**config.mk**
```make
export PLATFORM = sky130hd
export DESIGN_NAME = single_wire_sensor_reader
export DESIGN_NICKNAME = d
export VERILOG_FILES = /design/src/rtl/core/swsr_pkg.sv /design/src/rtl/core/swsr_regs.sv /design/src/rtl/core/swsr_seq.sv /design/src/rtl/core/swsr_out.sv /design/src/rtl/core/single_wire_sensor_reader.sv
export SDC_FILE = /design/constraint.sdc
export NUM_CORES = 1
export LEC_CHECK = 0
export BUFFER_PORTS_ARGS = -buffer_cell sky130_fd_sc_hd__buf_4
export CAP_MARGIN = 20
export CORE_MARGIN = 1.5
export CORE_UTILIZATION = 55
export CTS_BUF_LIST = sky130_fd_sc_hd__clkbuf_16
export CTS_CLUSTER_DIAMETER = 60
export CTS_CLUSTER_SIZE = 30
export DETAILED_ROUTE_END_ITERATION = 10
export GPL_TIMING_DRIVEN = 1
export PLACE_DENSITY = 0.85
export SYNTH_ARGS = -nofsm -noshare
export SYNTH_HDL_FRONTEND = slang
export SYNTH_SLANG_ARGS = --single-unit
```
**constraint.sdc**
```tcl
create_clock -name clk -period 6.1 [get_ports clk]
set_clock_uncertainty 0.1 [all_clocks]
set_input_delay 0.915 -clock clk [delete_from_list [all_inputs] [get_ports clk]]
set_output_delay 0.915 -clock clk [all_outputs]
set_load 0.02 [all_outputs]
```
**src/rtl/core/swsr_pkg.sv**
```systemverilog
// Shared types and constants for the single-wire sensor reader.
package swsr_pkg;

  // Bytes collected in one read of the sensor
  localparam int unsigned BYTES_PER_READ = 4;

  // Configuration register indexes
  localparam logic [2:0] REG_START_LOW     = 3'd0;
  localparam logic [2:0] REG_START_HIGH    = 3'd1;
  localparam logic [2:0] REG_RESPONSE_SKIP = 3'd2;
  localparam logic [2:0] REG_BIT_GAP       = 3'd3;
  localparam logic [2:0] REG_SAMPLE_DELAY  = 3'd4;
  localparam logic [2:0] REG_ONE_HOLD      = 3'd5;

  // Register reset values
  localparam logic [19:0] START_LOW_RESET     = 20'd20000;
  localparam logic [15:0] START_HIGH_RESET    = 16'd20;
  localparam logic [15:0] RESPONSE_SKIP_RESET = 16'd80;
  localparam logic [15:0] BIT_GAP_RESET       = 16'd40;
  localparam logic [15:0] SAMPLE_DELAY_RESET  = 16'd30;
  localparam logic [15:0] ONE_HOLD_RESET      = 16'd30;

  // Line drive codes
  localparam logic [1:0] LINE_RELEASE    = 2'd0;
  localparam logic [1:0] LINE_DRIVE_LOW  = 2'd1;
  localparam logic [1:0] LINE_DRIVE_HIGH = 2'd2;

  // Read sequencer phases
  typedef enum logic [3:0] {
    PH_IDLE,
    PH_START_LOW,
    PH_START_HIGH,
    PH_SKIP_A,
    PH_WAIT_LOW,
    PH_SKIP_B,
    PH_WAIT_HIGH,
    PH_WAIT_END,
    PH_GAP,
    PH_BIT_HIGH,
    PH_DELAY,
    PH_SAMPLE,
    PH_HOLD
  } phase_t;

  // Timing configuration
  typedef struct packed {
    logic [19:0] start_low_ticks;
    logic [15:0] start_high_ticks;
    logic [15:0] response_skip_ticks;
    logic [15:0] bit_gap_ticks;
    logic [15:0] sample_delay_ticks;
    logic [15:0] one_hold_ticks;
  } cfg_t;

  // One tick of input
  typedef struct packed {
    logic command;
    logic line_level;
  } item_t;

  // One tick of result
  typedef struct packed {
    logic [1:0] line_mode;
    logic       byte_valid;
    logic [7:0] byte_value;
    logic [2:0] byte_index;
    logic       read_done;
    logic       busy_res;
  } result_t;

endpackage

```
**src/rtl/core/swsr_regs.sv**
```systemverilog
// Configuration register file for the single-wire sensor reader.
module swsr_regs (
  input  logic               clk,
  input  logic               rst,
  input  logic               cfg_valid,
  output logic               cfg_ready,
  input  logic [2:0]         cfg_index,
  input  logic [19:0]        cfg_data,
  output swsr_pkg::cfg_t     cfg
);

  logic wr;

  // Writes are always taken
  assign cfg_ready = 1'b1;
  assign wr        = cfg_valid && cfg_ready;

  // Register update; unknown indexes are dropped
  always_ff @(posedge clk) begin
    if (rst) begin
      cfg.start_low_ticks     <= swsr_pkg::START_LOW_RESET;
      cfg.start_high_ticks    <= swsr_pkg::START_HIGH_RESET;
      cfg.response_skip_ticks <= swsr_pkg::RESPONSE_SKIP_RESET;
      cfg.bit_gap_ticks       <= swsr_pkg::BIT_GAP_RESET;
      cfg.sample_delay_ticks  <= swsr_pkg::SAMPLE_DELAY_RESET;
      cfg.one_hold_ticks      <= swsr_pkg::ONE_HOLD_RESET;
    end else if (wr) begin
      unique case (cfg_index)
        swsr_pkg::REG_START_LOW:     cfg.start_low_ticks     <= cfg_data;
        swsr_pkg::REG_START_HIGH:    cfg.start_high_ticks    <= cfg_data[15:0];
        swsr_pkg::REG_RESPONSE_SKIP: cfg.response_skip_ticks <= cfg_data[15:0];
        swsr_pkg::REG_BIT_GAP:       cfg.bit_gap_ticks       <= cfg_data[15:0];
        swsr_pkg::REG_SAMPLE_DELAY:  cfg.sample_delay_ticks  <= cfg_data[15:0];
        swsr_pkg::REG_ONE_HOLD:      cfg.one_hold_ticks      <= cfg_data[15:0];
        default: ;
      endcase
    end
  end

endmodule

```
**src/rtl/core/swsr_seq.sv**
```systemverilog
// Read sequencer: phase state, tick counter, bit and byte assembly.
module swsr_seq (
  input  logic                clk,
  input  logic                rst,
  input  logic                accept,
  input  swsr_pkg::item_t     item,
  input  swsr_pkg::cfg_t      cfg,
  output swsr_pkg::result_t   step
);

  swsr_pkg::phase_t phase, phase_next;
  logic [19:0]      tick_count, tick_next;
  logic [7:0]       shift_byte, shift_next;
  logic [3:0]       bit_count, bit_next;
  logic [2:0]       byte_count, byte_next;

  // Ticks a timed phase lasts
  function automatic logic [19:0] phase_limit(swsr_pkg::phase_t p, swsr_pkg::cfg_t c);
    logic [19:0] lim;
    lim = '0;
    unique case (p)
      swsr_pkg::PH_START_LOW:  lim = c.start_low_ticks;
      swsr_pkg::PH_START_HIGH: lim = {4'b0, c.start_high_ticks};
      swsr_pkg::PH_SKIP_A,
      swsr_pkg::PH_SKIP_B:     lim = {4'b0, c.response_skip_ticks};
      swsr_pkg::PH_GAP:        lim = {4'b0, c.bit_gap_ticks};
      swsr_pkg::PH_DELAY:      lim = {4'b0, c.sample_delay_ticks};
      swsr_pkg::PH_HOLD:       lim = {4'b0, c.one_hold_ticks};
      default:                 lim = '0;
    endcase
    return lim;
  endfunction

  // Phase that follows a timed phase
  function automatic swsr_pkg::phase_t timed_next(swsr_pkg::phase_t p);
    swsr_pkg::phase_t n;
    n = swsr_pkg::PH_IDLE;
    unique case (p)
      swsr_pkg::PH_START_LOW:  n = swsr_pkg::PH_START_HIGH;
      swsr_pkg::PH_START_HIGH: n = swsr_pkg::PH_SKIP_A;
      swsr_pkg::PH_SKIP_A:     n = swsr_pkg::PH_WAIT_LOW;
      swsr_pkg::PH_SKIP_B:     n = swsr_pkg::PH_WAIT_HIGH;
      swsr_pkg::PH_GAP:        n = swsr_pkg::PH_BIT_HIGH;
      swsr_pkg::PH_DELAY:      n = swsr_pkg::PH_SAMPLE;
      default:                 n = swsr_pkg::PH_IDLE;
    endcase
    return n;
  endfunction

  // Skip, gap and delay phases of zero length fall through to the phase that follows
  function automatic swsr_pkg::phase_t enter_phase(swsr_pkg::phase_t p, swsr_pkg::cfg_t c);
    swsr_pkg::phase_t n;
    n = p;
    unique case (p)
      swsr_pkg::PH_SKIP_A,
      swsr_pkg::PH_SKIP_B: if (c.response_skip_ticks == '0) n = timed_next(p);
      swsr_pkg::PH_GAP:    if (c.bit_gap_ticks == '0) n = timed_next(p);
      swsr_pkg::PH_DELAY:  if (c.sample_delay_ticks == '0) n = timed_next(p);
      default:             n = p;
    endcase
    return n;
  endfunction

  swsr_pkg::phase_t eff_phase;
  logic [19:0]      eff_tick;
  logic [19:0]      tick_inc;
  logic [7:0]       eff_shift;
  logic [3:0]       eff_bit;
  logic [2:0]       eff_byte;
  logic [3:0]       bit_inc;
  logic [3:0]       byte_inc;
  logic             do_finish;

  // One tick of the sequencer
  always_comb begin
    // A start command restarts the read on this same tick
    if (item.command) begin
      eff_phase = swsr_pkg::PH_START_LOW;
      eff_tick  = '0;
      eff_shift = '0;
      eff_bit   = '0;
      eff_byte  = '0;
    end else begin
      eff_phase = phase;
      eff_tick  = tick_count;
      eff_shift = shift_byte;
      eff_bit   = bit_count;
      eff_byte  = byte_count;
    end

    phase_next = eff_phase;
    tick_next  = eff_tick;
    shift_next = eff_shift;
    bit_next   = eff_bit;
    byte_next  = eff_byte;
    tick_inc   = eff_tick + 20'd1;
    bit_inc    = eff_bit + 4'd1;
    byte_inc   = {1'b0, eff_byte} + 4'd1;
    do_finish  = 1'b0;

    step = '0;
    if (eff_phase == swsr_pkg::PH_START_LOW) begin
      step.line_mode = swsr_pkg::LINE_DRIVE_LOW;
    end else if (eff_phase == swsr_pkg::PH_START_HIGH) begin
      step.line_mode = swsr_pkg::LINE_DRIVE_HIGH;
    end else begin
      step.line_mode = swsr_pkg::LINE_RELEASE;
    end
    step.busy_res = (eff_phase != swsr_pkg::PH_IDLE);

    unique case (eff_phase)
      swsr_pkg::PH_START_LOW, swsr_pkg::PH_START_HIGH, swsr_pkg::PH_SKIP_A,
      swsr_pkg::PH_SKIP_B, swsr_pkg::PH_GAP, swsr_pkg::PH_DELAY,
      swsr_pkg::PH_HOLD: begin
        tick_next = tick_inc;
        if (tick_inc >= phase_limit(eff_phase, cfg)) begin
          tick_next = '0;
          if (eff_phase == swsr_pkg::PH_HOLD) begin
            do_finish = 1'b1;
          end else begin
            phase_next = enter_phase(timed_next(eff_phase), cfg);
          end
        end
      end
      swsr_pkg::PH_WAIT_LOW: begin
        if (!item.line_level) begin
          phase_next = enter_phase(swsr_pkg::PH_SKIP_B, cfg);
          tick_next  = '0;
        end
      end
      swsr_pkg::PH_WAIT_HIGH: begin
        if (item.line_level) begin
          phase_next = swsr_pkg::PH_WAIT_END;
          tick_next  = '0;
        end
      end
      swsr_pkg::PH_WAIT_END: begin
        if (!item.line_level) begin
          phase_next = enter_phase(swsr_pkg::PH_GAP, cfg);
          tick_next  = '0;
        end
      end
      swsr_pkg::PH_BIT_HIGH: begin
        if (item.line_level) begin
          phase_next = enter_phase(swsr_pkg::PH_DELAY, cfg);
          tick_next  = '0;
        end
      end
      swsr_pkg::PH_SAMPLE: begin
        shift_next = {eff_shift[6:0], item.line_level};
        if (item.line_level && (cfg.one_hold_ticks != '0)) begin
          phase_next = swsr_pkg::PH_HOLD;
          tick_next  = '0;
        end else begin
          do_finish = 1'b1;
        end
      end
      default: begin
        phase_next = swsr_pkg::PH_IDLE;
        tick_next  = '0;
      end
    endcase

    // End of a bit: next bit, or byte complete
    if (do_finish) begin
      if (bit_inc < 4'd8) begin
        bit_next   = bit_inc;
        phase_next = enter_phase(swsr_pkg::PH_GAP, cfg);
        tick_next  = '0;
      end else begin
        step.byte_valid = 1'b1;
        step.byte_value = shift_next;
        step.byte_index = eff_byte;
        shift_next      = '0;
        bit_next        = '0;
        tick_next       = '0;
        if (byte_inc >= 4'(swsr_pkg::BYTES_PER_READ)) begin
          step.read_done = 1'b1;
          byte_next      = '0;
          phase_next     = swsr_pkg::PH_IDLE;
        end else begin
          byte_next  = byte_inc[2:0];
          phase_next = enter_phase(swsr_pkg::PH_GAP, cfg);
        end
      end
    end
  end

  // Sequencer state advances once per accepted tick
  always_ff @(posedge clk) begin
    if (rst) begin
      phase      <= swsr_pkg::PH_IDLE;
      tick_count <= '0;
      shift_byte <= '0;
      bit_count  <= '0;
      byte_count <= '0;
    end else if (accept) begin
      phase      <= phase_next;
      tick_count <= tick_next;
      shift_byte <= shift_next;
      bit_count  <= bit_next;
      byte_count <= byte_next;
    end
  end

endmodule

```
**src/rtl/core/swsr_out.sv**
```systemverilog
// Result register with stall-driven flow control.
module swsr_out (
  input  logic               clk,
  input  logic               rst,
  input  logic               load,
  input  swsr_pkg::result_t  step,
  output logic               result_valid,
  input  logic               result_stall,
  output swsr_pkg::result_t  result,
  output logic               hold
);

  // Upstream must wait only while a stalled result sits here
  assign hold = result_valid && result_stall;

  // Valid flag
  always_ff @(posedge clk) begin
    if (rst) begin
      result_valid <= 1'b0;
    end else if (load) begin
      result_valid <= 1'b1;
    end else if (!result_stall) begin
      result_valid <= 1'b0;
    end
  end

  // Payload
  always_ff @(posedge clk) begin
    if (load) begin
      result <= step;
    end
  end

endmodule

```
**src/rtl/core/single_wire_sensor_reader.sv**
```systemverilog
// Single-wire sensor reader top level: one result per one-microsecond line sample.
// Each transfer on the item channel is one 1 us tick carrying the sampled line
// level and an optional start command; every tick yields exactly one registered
// result giving the line drive, read status and any byte completed on that tick.
// The block takes one tick per clock cycle while item_stall is low: the sequencer
// updates its phase, counter and shift register on each accepted tick and the
// result register takes a new tick on the same edge its previous result leaves.
// item_stall rises only while a result is held by result_stall. Timing registers
// are written on the cfg channel (always ready); the user must write them only
// while no tick is in flight, as the block itself does not enforce it.
module single_wire_sensor_reader (
  input  logic               clk,
  input  logic               rst,
  input  logic               item_valid,
  output logic               item_stall,
  input  swsr_pkg::item_t    item,
  output logic               result_valid,
  input  logic               result_stall,
  output swsr_pkg::result_t  result,
  input  logic               cfg_valid,
  output logic               cfg_ready,
  input  logic [2:0]         cfg_index,
  input  logic [19:0]        cfg_data
);

  swsr_pkg::cfg_t    cfg;
  swsr_pkg::result_t step;
  logic              accept;

  assign accept = item_valid && !item_stall;

  // Timing registers
  swsr_regs u_regs (
    .clk       (clk),
    .rst       (rst),
    .cfg_valid (cfg_valid),
    .cfg_ready (cfg_ready),
    .cfg_index (cfg_index),
    .cfg_data  (cfg_data),
    .cfg       (cfg)
  );

  // Read sequencer
  swsr_seq u_seq (
    .clk    (clk),
    .rst    (rst),
    .accept (accept),
    .item   (item),
    .cfg    (cfg),
    .step   (step)
  );

  // Result register
  swsr_out u_out (
    .clk          (clk),
    .rst          (rst),
    .load         (accept),
    .step         (step),
    .result_valid (result_valid),
    .result_stall (result_stall),
    .result       (result),
    .hold         (item_stall)
  );

endmodule

```
# Yosys cells after proc, flatten, opt, wreduce, memory -nomap -nowiden
# Cells that the tools add are included.
totals:
  regBits: 156
  in_bits: 30
  out_inout_bits: 19
classes:
  addsub: 3
  order_cmp: 3
  eq_ne: 24
  n_mux: 53
  bitwise_logic: 1
  n_reduce_logical: 22
ops:
  columns: ["op", "count"]
  rows:
  - ["20-bit 2-to-1 mux", 7]
  - ["20-bit one-hot mux with 6 select lines", 1]
  - ["4-bit 2-to-1 mux", 20]
  - ["20-bit one-hot mux with 4 select lines", 1]
  - ["16-bit zero test", 3]
  - ["4-bit one-hot mux with 6 select lines", 2]
  - ["8-bit 2-to-1 mux", 4]
  - ["4-bit equality test, second input constant", 7]
  - ["20-bit by 1-bit adder with 20-bit output, second input constant", 1]
  - ["4-bit by 3-bit equality test with 1-bit output, second input constant", 5]
  - ["20-bit greater-or-equal comparator", 1]
  - ["4-bit by 2-bit equality test with 1-bit output, second input constant", 4]
  - ["16-bit nonzero test", 1]
  - ["13-bit 2-to-1 mux", 1]
  - ["3-bit 2-to-1 mux", 4]
  - ["3-bit one-hot mux with 4 select lines", 1]
  - ["4-bit one-hot mux with 3 select lines", 1]
  - ["2-bit AND reduction", 6]
  - ["2-bit OR reduction", 5]
  - ["4-bit by 1-bit equality test with 1-bit output, second input constant", 2]
  - ["1-bit 2-to-1 mux", 8]
  - ["7-bit OR reduction", 1]
  - ["3-bit by 2-bit equality test with 1-bit output, second input constant", 2]
  - ["3-bit equality test, second input constant", 2]
  - ["other kinds (13)", 16]

# Depth between registers and ports, before layout
logic_depth:
  word_depth: 16
  ltp_mapped: 20

# Modules after synthesis
# From an unflattened synthesis, not the netlist that was laid out.
hier_totals:
  cells_unflattened: 914
  area_unflattened_um2: 8356.8
modules_own_cells:
  columns: ["module", "n_inst", "cells_per_inst", "area_each_um2"]
  rows:
  - ["swsr_regs", 1, 366, 3983.8]
  - ["swsr_seq", 1, 527, 3842.4]
  - ["swsr_out", 1, 20, 516.7]
  - ["single_wire_sensor_reader", 1, 1, 13.8]

# Worst setup path after synthesis
# No wires, ideal clock.
synth_timing:
  kind: "input port to flip-flop"
  startpoint: "input port item[1] (netlist name)"
  endpoint: "register u_seq.shift_byte[1]"
  setup_time_ns: 0.117
  arrival_time_ns: 4.986
  setup_slack_ns: 0.897
  cell_stages: 18
  n_path_buf: 4
  cell_sequence: "buf_2 -> clkbuf_1 -> clkbuf_1 -> clkbuf_1 -> nor2b_1 -> ha_1 -> nand3_1 -> nor4_1 -> nand3_1 -> xor2_1 -> nor2_1 -> ha_1 -> nand4_2 -> or4_4 -> o211ai_4 -> nand3_1 -> a31o_2 -> a22o_1"
synth_between:
  elab_chain_cells: 9
  word_cells_on_any_way: 26
synth_lines:
  columns: ["item", "line", "source"]
  rows:
  - ["start: declaration", "single_wire_sensor_reader.sv:16", "input swsr_pkg::item_t item,"]
  - ["parallel branches: the longest is 8 deep, another holds 20-bit by 1-bit adder with 20-bit output", null, null]
  - ["8-bit 2-to-1 mux *", "swsr_seq.sv:165", "if (do_finish) begin"]
  - ["end signal: assignment", "swsr_seq.sv:200", "shift_byte <= shift_next;"]
  - ["end: declaration", "swsr_seq.sv:13", "logic [7:0] shift_byte, shift_next;"]
# Mark *: on every way between the ends. The select of a mux whose other input is x is not followed.
# A chain may end at the register's enable or synchronous reset.

# Worst setup path after layout
layout_timing:
  startpoint: "input port item[1] (netlist name)"
  endpoint: "register u_seq.shift_byte[5]"
# The elaborated chain is that of the path after synthesis.

==> results.py <==
metrics = {
    "outcome": {
        "status": "finished clean",
    },
    "placed_design": {
        "dpl_worst_slack_ns": 0.847,
        "numPortBuffers": 47,
        "dpl_cell_area_um2": 8280,
        "gp_congestion": 0.902,
        "hpwl_mm": 13.8,
        "dp_cells": 1151,
    },
    "sta": {
        "finalCriticalPeriod_ns": 4.88,
        "worstMarginPinSlew_ns": 1.04,
        "fin_ws_ns": 1.22,
        "setup_viol": 0,
        "whs_ns": 0.357,
        "max_freq_mhz": 205,
        "final_max_slew_viol_count": 0,
        "slew_headroom_pct": 30.3,
        "grt_setup_unrepaired": "false",
        "hold_violations": 0,
        "fin_crit_sh_pct": 80.1,
        "tns_ns": 0,
    },
    "die": {
        "core_region_area_um2": 13900,
        "die_y_um": 123,
        "dieArea_um2": 15100,
        "die_x_um": 123,
        "top_level_ports": 49,
        "start_util_pct": 56.6,
        "fp-row-count": 43,
    },
    "clock_network": {
        "cts_buffers": 17,
        "clk_pin_slew_worst_paths_ns": 0.06,
        "htreeDepth": 4,
        "clock_sinks": 156,
        "postCtsSetupBuffers": 0,
        "clock_tree.root_cell": "clkbuf_16",
        "insertion_delay_ns": 0.44,
        "cts_tree": "yes",
        "cts_hold_buf": 0,
        "cts_resized": 0,
        "clock_path_buffers": 2,
    },
    "route": {
        "firstDrtPassIters": 7,
        "vias_per_cell": 6.16,
        "drcViolationCount": 0,
        "drt-total-wl_mm": 21.0,
        "routedWlPerCell_um": 17.6,
        "detail_route.iter0.violations": 836,
        "antenna_left": 0,
        "vias": 7318,
    },
    "grt": {
        "grt_start_max_net_pins": 116,
        "track_usage_pct": 28.9,
        "grt_pass1_vias": 6871,
        "grt-ovfl-total": 0,
        "antenna_found_initial": 0,
        "grt_pass1_wl_mm": 33.7,
    },
    "worst_setup_path": {
        "slowest_delay_ns": 0.62,
        "cp_max_fo": 22,
        "path_cells": "buf_4 > nor2b_1 > ha_1 > nand3_1 > nor4_1 > nand3_1 > xor2_1 > nor2_1 > ha_1 > nand4_2 > or4_4 > o211ai_4 > nand3_1 > a31o_2 > a22o_1",
        "crit_type": "in -> reg",
        "critPathSlowestCell": "nor4_1",
        "required_ns": 6.33,
        "arrival_ns": 5.11,
        "cp-end-kind": "flip-flop",
        "crit-reg2reg-launch": "u_seq.tick_count[0]$_SDFFE_PP0P_",
        "crit_family": "simple AND/OR/NAND/NOR gates",
        "reg2reg_to": "u_seq.shift_byte[5]$_SDFFE_PP0P_",
        "critPathBufInv": 1,
        "cpMostUsedCell": "nand3_1",
        "start_kind": "input pin",
        "r2r_cells": 14,
        "regToRegSetupSlack_ns": 1.47,
    },
    "yosys": {
        "ys_ff_latch": 156,
        "synthFlopType": "dfxtp_1",
        "yosysMostFrequentCell": "nand2_1",
        "syn-instance-count": 973,
        "yosysWarnings": 0,
        "synth_area_leaders": "dfxtp_1 (36%), nand2_1 (12%), a21oi_1 (7.9%)",
        "async_flop_share_pct": 0,
        "synth-edff-count": 16,
        "synth_cell_types": 70,
        "synth.cell_area_um2": 7890,
        "ys_seq_area_share_pct": 41.6,
        "ys_top_cells_by_count": "nand2_1 (251), dfxtp_1 (140), a21oi_1 (125)",
        "synth_top_area_cell": "dfxtp_1",
        "synth_top_area_share_pct": 35.5,
        "synthesis.nets": 1026,
        "synth_area_per_cell_um2": 8.10,
    },
    "final_layout": {
        "area_growth_pct": 13.6,
        "nFillCells": 1165,
        "regArea_um2": 3280,
        "nNetsFinal": 1048,
        "stdcell_count": 1188,
        "layout-drive-gt1-share_pct": 11.0,
        "diodes": 0,
        "multi_input_area_um2": 4320,
        "final_area_um2": 8960,
    },
    "power": {
        "power_density_nw_per_um2": 263,
        "vdd_ir_drop_max_mv": 0.223,
        "p_leak_uw": 0.00318,
    },
    "worst_hold_path": {
        "whs_endpoint": "u_regs.cfg[73]$_SDFFE_PP0P_",
        "hold_depth": 2,
        "worstHoldStart": "u_regs.cfg[73]$_SDFFE_PP0P_",
        "min_path_type": "reg -> reg",
    },
    "run": {
        "max_cap_viol_count": 0,
    },
}
==> worst max-delay path by stage <==
stage | start | endpoint | slack, ns | cells past startpoint
4_1_cts | item[1] | u_seq.shift_byte[7]$_SDFFE_PP0P_ | 1.30 | 15
2_1_floorplan | item[1] | u_seq.shift_byte[1]$_SDFFE_PP0P_ | 0.90 | 18
6_report | item[1] | u_seq.shift_byte[5]$_SDFFE_PP0P_ | 1.22 | 15
5_1_grt | item[1] | u_seq.shift_byte[7]$_SDFFE_PP0P_ | 0.91 | 15
3_5_place_dp | item[1] | u_seq.shift_byte[5]$_SDFFE_PP0P_ | 0.85 | 15
3_3_place_gp | item[1] | u_seq.shift_byte[5]$_SDFFE_PP0P_ | 0.99 | 15
==> area by class of cell <==
class                      count  area share (%)
inverter                      13           0.545
clock buffer                  18            5.03
tap                          180            2.51
clock inverter                14            1.84
sequential                   156            36.6
timing repair buffer          59            5.21
multi-input combinational    748            48.2
==> logic make-up after synthesis <==
logic type | share of synthesized area (%)
multiplexers | 2.28
buffers and inverters | 3.70
other | 0.0476
AO/OA/AOI/OAI | 19.6
XOR/XNOR | 2.22
flip-flops | 41.6
AND/OR/NAND/NOR | 26.9
adder cells (fa/ha/maj) | 3.65
==> worst min-delay path: stages, from the launching register on <==
cell and delay (ns):
dfxtp_1 0.31, nand2_1 0.05, a21oi_1 0.05
==> per-layer routing <==
metal	wire [µm]	part of all wire, %	global-route usage [%]	vias up
met5	0	0	0	-
met4	713	3.4	13.7	0
met3	1510	7.2	6.37	63
met2	9940	47	47.5	332
met1	8810	42	36.0	3434
li1	-	-	-	3489
==> power breakdown <==
| part | internal (µW) | total [µW] | switching [µW] |
|---|---|---|---|
| sequential | 1060 | 1070 | 15.3 |
| combinational | 62.1 | 176 | 114 |
| clock | 669 | 1110 | 442 |
==> state kept, by name, indices dropped and copies added (netlist names) <==
signal	flops
u_seq.byte_count	3
u_seq.shift_byte	8
u_out.result	16
u_out.result_valid	1
u_seq.phase	4
u_regs.cfg	100
u_seq.bit_count	4
u_seq.tick_count	20
==> stage by stage <==
stage          utilization [%]  total power [µW]
6_report                  64.3              2360
3_3_place_gp              59.4              1260
4_1_cts                   63.9              2360
5_1_grt                   64.3              2420
2_1_floorplan                -              1200
3_5_place_dp              59.4              1260
==> cells in the final DEF (no fill, tap or decap), types with 6 or more instances in the layout <==
| cell type | n |
|---|---|
| mux2i_1 | 18 |
| buf_4 | 57 |
| nand2_1 | 251 |
| nor4_1 | 18 |
| nand3b_1 | 20 |
| inv_1 | 14 |
| and3_1 | 6 |
| nand4_1 | 6 |
| edfxtp_1 | 16 |
| nor2b_1 | 18 |
| a21oi_1 | 125 |
| nor2_1 | 62 |
| clkbuf_16 | 18 |
| and2_1 | 15 |
| ha_1 | 23 |
| nand3_1 | 24 |
| dfxtp_1 | 140 |
| xor2_1 | 12 |
| a22o_1 | 24 |
| or3_1 | 8 |
| nand2b_1 | 9 |
| xnor2_1 | 8 |
| o21ai_0 | 11 |
| a222oi_1 | 17 |
(Power assumes the default switching activity.)
